**src/rtl/ibtb_pkg.sv**
```systemverilog
// Package for the blocklist / token bucket filter: field widths, codes, types.
// No dependencies.
`timescale 1ns / 1ps
package ibtb_pkg;
  localparam int TABLE_SLOTS_DEF = 16;
  localparam int NUM_STATS = 6;
  localparam logic [63:0] NS_PER_SEC = 64'd1000000000;
  localparam logic [33:0] REFILL_CAP = 34'h2_0000_0000;
  // 1e9 = 2^9 * NS_DIV_ODD; RECIP_ODD = floor(2^52 / NS_DIV_ODD).
  localparam logic [20:0] NS_DIV_ODD = 21'd1953125;
  localparam logic [31:0] RECIP_ODD = 32'd2305843009;
  // 2^32 * 1e9: products at or above this give a refill of 2^32 or more.
  localparam logic [95:0] REFILL_BIG = 96'h3B9A_CA00_0000_0000;

  typedef enum logic [1:0] {
    MODE_PKT = 2'd0, MODE_WRITE = 2'd1, MODE_READ = 2'd2, MODE_NONE = 2'd3
  } mode_t;

  typedef enum logic [1:0] {
    CAUSE_NONE = 2'd0, CAUSE_BLOCKED = 2'd1, CAUSE_TOKENS = 2'd2, CAUSE_RSVD = 2'd3
  } cause_t;

  localparam logic [2:0] ST_TOTAL = 3'd0;
  localparam logic [2:0] ST_ALLOWED = 3'd1;
  localparam logic [2:0] ST_BLOCKED = 3'd2;
  localparam logic [2:0] ST_LIMITED = 3'd3;
  localparam logic [2:0] ST_BYTES_OK = 3'd4;
  localparam logic [2:0] ST_BYTES_DROP = 3'd5;

  typedef struct packed {
    logic        valid;
    logic [31:0] key;
    logic        blocked;
    logic        limited;
    logic [31:0] rate;
    logic [31:0] burst;
    logic [31:0] tokens;
    logic [63:0] last;
  } entry_t;

  // Token passed along the search chain.
  typedef struct packed {
    logic        busy;
    logic        hit;
    logic [31:0] key;
  } probe_t;
endpackage

```
**src/rtl/ibtb_refill.sv**
```systemverilog
// Refill unit: floor(elapsed*rate/1e9), or 2^33 once that reaches 2^32, by a shared 32x32
// multiplier and a reciprocal multiply with correction. Depends on ibtb_pkg.
`timescale 1ns / 1ps
module ibtb_refill (
  input  logic        clk,
  input  logic        rst_n,
  input  logic        start,
  input  logic [63:0] elapsed,
  input  logic [31:0] rate,
  output logic        done,
  output logic [33:0] amount
);
  import ibtb_pkg::*;

  typedef enum logic [6:0] {
    R_IDLE = 7'b0000001, R_PLO = 7'b0000010, R_PHI = 7'b0000100, R_RLO = 7'b0001000,
    R_RHI = 7'b0010000, R_QMUL = 7'b0100000, R_FIX = 7'b1000000
  } refill_ph_t;

  refill_ph_t  ph_r, ph_nxt;
  logic [63:0] el_r;
  logic [31:0] rt_r;
  logic [95:0] prod_r, prod_nxt;
  logic [52:0] x_r, x_nxt;
  logic [83:0] acc_r, acc_nxt;
  logic [31:0] q_r, q_nxt;
  logic [52:0] qd_r, qd_nxt;
  logic        big_r, big_nxt;
  logic [31:0] mul_a, mul_b;
  logic [63:0] mul_p;
  logic [52:0] rem;
  logic [31:0] q_fix;

  always_comb begin
    case (ph_r)
      R_PLO: begin
        mul_a = el_r[31:0]; mul_b = rt_r;
      end
      R_PHI: begin
        mul_a = el_r[63:32]; mul_b = rt_r;
      end
      R_RLO: begin
        mul_a = prod_r[40:9]; mul_b = RECIP_ODD;
      end
      R_RHI: begin
        mul_a = {11'd0, x_r[52:32]}; mul_b = RECIP_ODD;
      end
      R_QMUL: begin
        mul_a = acc_r[83:52]; mul_b = {11'd0, NS_DIV_ODD};
      end
      default: begin
        mul_a = '0; mul_b = '0;
      end
    endcase
  end

  assign mul_p = {32'd0, mul_a} * {32'd0, mul_b};

  always_comb begin
    prod_nxt = prod_r;
    x_nxt = x_r;
    acc_nxt = acc_r;
    q_nxt = q_r;
    qd_nxt = qd_r;
    big_nxt = big_r;
    ph_nxt = ph_r;
    done = 1'b0;
    case (ph_r)
      R_IDLE: begin
        if (start) ph_nxt = R_PLO;
      end
      R_PLO: begin
        prod_nxt = {32'd0, mul_p};
        ph_nxt = R_PHI;
      end
      R_PHI: begin
        prod_nxt = prod_r + {mul_p, 32'd0};
        ph_nxt = R_RLO;
      end
      R_RLO: begin
        big_nxt = (prod_r >= REFILL_BIG);
        x_nxt = prod_r[61:9];
        acc_nxt = {20'd0, mul_p};
        ph_nxt = R_RHI;
      end
      R_RHI: begin
        acc_nxt = acc_r + {mul_p[51:0], 32'd0};
        ph_nxt = R_QMUL;
      end
      R_QMUL: begin
        q_nxt = acc_r[83:52];
        qd_nxt = mul_p[52:0];
        ph_nxt = R_FIX;
      end
      R_FIX: begin
        done = 1'b1;
        ph_nxt = R_IDLE;
      end
      default: ph_nxt = R_IDLE;
    endcase
  end

  assign rem = x_r - qd_r;
  assign q_fix = (rem >= {31'd0, NS_DIV_ODD, 1'b0}) ? q_r + 32'd2
               : (rem >= {32'd0, NS_DIV_ODD}) ? q_r + 32'd1 : q_r;
  assign amount = big_r ? REFILL_CAP : {2'd0, q_fix};

  always_ff @(posedge clk) begin
    if (!rst_n) begin
      ph_r <= R_IDLE;
    end else begin
      ph_r <= ph_nxt;
    end
    prod_r <= prod_nxt;
    x_r <= x_nxt;
    acc_r <= acc_nxt;
    q_r <= q_nxt;
    qd_r <= qd_nxt;
    big_r <= big_nxt;
    if (start && ph_r == R_IDLE) begin
      el_r <= elapsed;
      rt_r <= rate;
    end
  end
endmodule

```
**config.mk**
```make
export PLATFORM = sky130hd
export DESIGN_NAME = ibtb_refill
export DESIGN_NICKNAME = d
export VERILOG_FILES = /design/src/rtl/ibtb_pkg.sv /design/src/rtl/ibtb_refill.sv
export SDC_FILE = /design/constraint.sdc
export NUM_CORES = 2
export LEC_CHECK = 0
export BUFFER_PORTS_ARGS = -buffer_cell sky130_fd_sc_hd__buf_2
export CAP_MARGIN = 20
export CELL_PAD_IN_SITES_DETAIL_PLACEMENT = 0
export CELL_PAD_IN_SITES_GLOBAL_PLACEMENT = 1
export CORE_AREA = 2 2 461 280
export CTS_CLUSTER_SIZE = 12
export DETAILED_ROUTE_END_ITERATION = 12
export DIE_AREA = 0 0 463 282
export GPL_ROUTABILITY_DRIVEN = 1
export HOLD_SLACK_MARGIN = 0.02
export PLACE_DENSITY = 0.7
export SETUP_SLACK_MARGIN = 0.4
export SLEW_MARGIN = 25
export SYNTH_ARGS = -nofsm -noshare
export SYNTH_HDL_FRONTEND = slang
export SYNTH_SLANG_ARGS = --single-unit
```
**constraint.sdc**
```tcl
create_clock -name clk -period 18.6 [get_ports clk]
set_clock_uncertainty 0.05 [all_clocks]
set_input_delay 0.93 -clock clk [delete_from_list [all_inputs] [get_ports clk]]
set_output_delay 0.93 -clock clk [all_outputs]
set_load 0.05 [all_outputs]
```
-- Word level (Yosys, flattened, before mapping)
Cells that the tools add are included.
W data, S select, Z words.
- $add $sub $neg: 5
- $mul: 1
- order comparisons: 3
- equality and inequality tests: 8
- muxes and demuxes: 10
- reductions and logical operators: 5
- operators by type and width (cell ; count):
    $pmux W96 S2 ; 1
    $pmux W84 S2 ; 1
    $pmux W32 S5 ; 1
    $add A96 B96 Y96 ; 1
    $ge A96 B62 Y1 const B ; 1
    $pmux W32 S3 ; 1
    $add A84 B84 Y84 ; 1
    $mul A32 B32 Y64 ; 1
    $mux W32 ; 2
    $ge A53 B21 Y1 const B ; 1
    $ge A53 B22 Y1 const B ; 1
    $sub A53 B53 Y53 ; 1
    $pmux W7 S6 ; 1
    $mux W34 ; 1
    $add A32 B1 Y32 const B ; 1
    $add A32 B2 Y32 const B ; 1
    $eq A7 B1 Y1 const B ; 1
    $eq A7 B2 Y1 const B ; 1
    $eq A7 B3 Y1 const B ; 1
    $eq A7 B4 Y1 const B ; 1
    $eq A7 B5 Y1 const B ; 1
    $eq A7 B6 Y1 const B ; 1
    $eq A7 B7 Y1 const B ; 1
    $mux W7 ; 1
    5 further kinds ; 7
- register bits after elaboration: 422
- input bits: 99
- output and inout port bits: 35
- logic and storage cells: 41

-- Depth between registers and ports, before layout
- depth after elaboration: 6
- depth in mapped cells: 51
- depth with buffers taken out: 47

-- Least setup slack after synthesis
Ideal clock, no wire load.
- path kind: reg2reg
- from: register ph_r[0]
- to: register prod_r[95], data pin
- setup time: 148 ps
- data arrival time: 14005 ps
- required time: 18402 ps
- path slack: 4396 ps
- cell stages (with the launch flop): 45
- buffers on the path: 5
- clock period less this slack: 14204 ps
- path through: dfxtp_1 -> nor4_1 -> nor2b_1 -> and3b_1 -> clkbuf_1 -> clkbuf_1 -> clkbuf_1 -> buf_1 -> a21oi_1 -> clkbuf_1 -> nor2_1 -> fa_1 -> fa_1 -> fa_1 -> inv_1 -> fa_1 -> inv_1 -> fa_1 -> [9 not listed] -> or3_1 -> o31a_1 -> or4_1 -> a21oi_1 -> o21a_1 -> o31ai_1 -> a211oi_1 -> ha_1 -> a21o_1 -> a21oi_1 -> nand3_1 -> o211ai_1 -> a31oi_1 -> a31o_2 -> a41o_1 -> o41a_1 -> or2_2 -> mux2i_1
- cells in the longest elaborated chain, start to end: 6
- elaborated cells between the ends (all ways): 12
- classes of those cells: 1 x add/sub; 1 x mul; 5 x eq/ne; 3 x mux; 2 x reduce/logical
- ends and longest elaborated chain (element ; line ; source):
    start, declared ; ibtb_refill.sv:20 ; refill_ph_t ph_r, ph_nxt;
    start signal, assigned ; ibtb_refill.sv:112 ; ph_r <= ph_nxt;
    $eq A7 B5 Y1 (tied with other cells) ; ibtb_refill.sv:35 ; case (ph_r)
    $reduce_or A2 Y1 (no source line) ; -- ;
    $pmux W32 S3 ; ibtb_refill.sv:35 ;
    $mul A32 B32 Y64 * ; ibtb_refill.sv:57 ; assign mul_p = {32'd0, mul_a} * {32'd0, mul_b};
    net mul_p[48] ; ibtb_refill.sv:30 ; logic [63:0] mul_p;
    $add A96 B96 Y96 * ; ibtb_refill.sv:77 ; prod_nxt = prod_r + {mul_p, 32'd0};
    $pmux W96 S2 * ; ibtb_refill.sv:68 ; case (ph_r)
    end signal, assigned ; ibtb_refill.sv:114 ; prod_r <= prod_nxt;
    end, declared ; ibtb_refill.sv:23 ; logic [95:0] prod_r, prod_nxt;
Mark *: on every way through the listed nets, which the timed path passes. The rest lies on a longest branch.
A chain may end at the register's enable or synchronous reset.

-- Final worst setup path
- from: register ph_r[1]
- to: register prod_r[95], data pin
- cells in the longest elaborated chain, start to end: 6
- elaborated cells between the ends (all ways): 12
- classes of those cells: 1 x add/sub; 1 x mul; 5 x eq/ne; 3 x mux; 2 x reduce/logical
- ends and longest elaborated chain (element ; line):
    $eq A7 B5 Y1 (tied with other cells) ; ibtb_refill.sv:35
    $reduce_or A2 Y1 (no source line) ; --
    $pmux W32 S3 ; ibtb_refill.sv:35
    $mul A32 B32 Y64 ; ibtb_refill.sv:57
    $add A96 B96 Y96 ; ibtb_refill.sv:77
    $pmux W96 S2 * ; ibtb_refill.sv:68
Mark *: on every way between the ends. The rest lies on a longest branch, timed or not.

==> impl_metrics.tcl <==
set metrics [dict create \
    status "complete, no violations" \
    place.port_buffers 132 \
    holdWs_ns 0.389 \
    finalSetupViolCount 0 \
    antenna_found_initial 19 \
    cts_buffers 44 \
    fin_cells 7901 \
    worstMarginPinSlew_ns 1.18 \
    min_period_ns 14.82 \
    power_w 0.00234 \
    syn_avg_cell_area_sq_um 9.25 \
    max_cap_violations 0 \
    synthCells 6116 \
    cts_tree "built" \
    fin_tns_setup_ns 0 \
    wire_per_inst_um 28.1 \
    num-nets-final 7597 \
    vias 46600 \
    drc 0 \
    hpwl_um 178000 \
    path_clk_slew_ns 0.06 \
    cts.repair.resized 0 \
    drv_slew 0 \
    rows 101 \
    mappedNetlistArea_sq_mm 0.0566 \
    track_usage 0.341 \
    end_kind "flip-flop" \
    holdBufCountCts 0 \
    grt_max_degree 116 \
    relSlewSlack 0.203 \
    fmax_mhz 67.5 \
    placed_cells 7820 \
    die_w_um 463 \
    cp.required_ns 19.04 \
    period_share 0.797 \
    synth-seq-area-share 0.201 \
    cp.arrival_ns 15.27 \
    dr.pass1.iters 6 \
    crit_type "flip-flop to flip-flop" \
    start_util 0.449 \
    core_sq_mm 0.126 \
    power_density_mw_per_mm2 38.3 \
    grt_overflow 0 \
    yosys_warnings 0 \
    die_area_sq_mm 0.131 \
    clock_latency_ns 0.67 \
    via_per_inst 5.90 \
    ant_nets 0 \
    gp_congestion 0.988 \
    hold_violations 0 \
    io_pins 134 \
    synthDistinctLibCells 90 \
    rsz0062_at_grt "false" \
    p_leak_nw 28.2 \
    synth-async-reset-ratio 0 \
    syn-num-nets 7546 \
    worst_path_most_repeated_cell "fa_1" \
    htreeDepth 2 \
    grt_pass1_vias 45000 \
    cts-root-buf "clkbuf_16" \
    ys_seq_elements 381 \
    routed_wirelength_um 222000 \
    layout-drive-gt1-share 0.0737 \
    grt_pass1_wl_um 320000 \
    drt_iter0_drc 5901 \
    cts_sinks 381 \
    die_h_um 282 \
    area_growth_pct 8.24 \
    hold_class "primary input to flip-flop" \
    cpMaxStageDelayCell "nor4_1" \
    max-clock-path-buffers 3 \
    cp_max_fo 115 \
    synth_edf_count 374 \
    post_cts_buffers 0 \
    synthFlopType "edfxtp_1" \
    startpoint_type "flip-flop" \
    ir_worst_vdd_uv 78.8 \
    cpPeakStageDelay_ns 0.74 \
]
area by class of cell:
class / instances / area, sq um
clock buffers: 52 / 1130
multi-input cells: 4461 / 40800
repair buffers: 278 / 1770
inverters: 1001 / 3760
flip-flops and latches: 381 / 11400
clock inverters: 24 / 239
well taps: 1699 / 2130
fillers: 12000 / 64700
diodes: 5 / 12.5
cells in the final DEF (no fill, tap or decap), types with 44 or more instances in the layout:
master / n
a21o_1: 135
a21oi_1: 235
and2_1: 44
buf_2: 132
buf_4: 145
clkbuf_16: 44
edfxtp_1: 374
fa_1: 899
ha_1: 432
inv_1: 1000
nand2_1: 713
nand3_1: 88
nand4_1: 50
nor2_1: 753
nor3_1: 49
o21ai_0: 179
xnor2_1: 112
xor2_1: 78
synthesized netlist by cell type (13+ instances only):
library cell | n | area share
a31oi_1 | 21 | 0.0023
o31ai_1 | 20 | 0.0027
o31a_1 | 13 | 0.0020
nand4_1 | 50 | 0.0055
edfxtp_1 | 374 | 0.20
inv_1 | 1000 | 0.066
o21bai_1 | 31 | 0.0041
o21a_1 | 35 | 0.0046
xor2_1 | 78 | 0.012
nand2_1 | 718 | 0.048
a22o_1 | 36 | 0.0056
nor2b_1 | 38 | 0.0042
nand2b_1 | 34 | 0.0038
o211ai_1 | 23 | 0.0031
a221oi_1 | 25 | 0.0039
mux2i_1 | 17 | 0.0030
xnor2_1 | 116 | 0.018
nor2_1 | 754 | 0.050
o21ai_0 | 179 | 0.016
fa_1 | 899 | 0.32
or3_1 | 33 | 0.0036
a211oi_1 | 34 | 0.0045
nand3_1 | 89 | 0.0079
clkbuf_1 | 247 | 0.016
and3_1 | 36 | 0.0040
a21oi_1 | 247 | 0.022
nor4_1 | 25 | 0.0028
or2_2 | 16 | 0.0018
a211o_1 | 20 | 0.0031
nor3_1 | 49 | 0.0043
ha_1 | 432 | 0.096
a21o_1 | 135 | 0.018
and2_1 | 45 | 0.0050
a221o_1 | 28 | 0.0050
state kept, by name, summed over array words and instances, names as in the netlist:
name and count:
prod_r 87, el_r 64, qd_r 53, x_r 53
acc_r 52, q_r 32, rt_r 32, ph_r 7
big_r 1
routing by layer:
| layer | wire [um] | part of all wire | vias up | global-route usage |
|---|---|---|---|---|
| li1 | - | - | 20000 | - |
| met1 | 102000 | 0.46 | 23600 | 0.531 |
| met2 | 82900 | 0.37 | 2697 | 0.440 |
| met3 | 31200 | 0.14 | 309 | 0.120 |
| met4 | 6140 | 0.028 | 2 | 0.0845 |
| met5 | 13 | 0.000059 | - | 0 |
where the power goes:
part           internal [W]  leakage [nW]  switching, W  total [W]
Sequential         0.000977          3.38     0.0000311    0.00101
Clock              0.000468         0.656      0.000407   0.000875
Combinational      0.000142          24.2      0.000319   0.000461
Total               0.00159          28.2      0.000757    0.00234
through the flow:
stage               worst slack [ns]  utilization  area [sq um]
floorplan                       4.40            -         56600
global placement                3.92        0.475         59900
detailed placement              3.90        0.475         59900
CTS                             3.81        0.486         61200
global route                    3.13        0.486         61200
finish                          3.78        0.486         61300
critical path, delay by kind of cell, from the launching register on:
family,cells,cell delay (ns)
adders and majority gates,10,4.82
muxes,1,0.12
xor gates and xnor gates,1,0.46
and+or+nand+nor,11,4.08
AOI/OAI and AO/OA,11,3.54
buffers and inverters,8,1.04
DFF,1,0.35
path summary, 6_finish.rpt:
kind                            startpoint          to  slack [ns]  cells past startpoint
worst min-delay path              rate[17]    rt_r[17]        0.39                      1
worst max register to register     ph_r[1]  prod_r[95]        3.78                     42
worst max-delay path               ph_r[1]  prod_r[95]        3.78                     42
worst min register to register  prod_r[19]     x_r[10]        0.46                      0
logic make-up after synthesis:
logic type / after synthesis / synth area share
XOR/XNOR: 195 / 0.0304
flip-flops: 381 / 0.201
multiplexers: 38 / 0.00719
buffers and inverters: 1274 / 0.0853
AO/OA/AOI/OAI: 971 / 0.116
adder cells (fa/ha/maj): 1331 / 0.414
other: 1 / 0.0000663
AND/OR/NAND/NOR: 1925 / 0.146
Power figures use the tool's default switching activity.
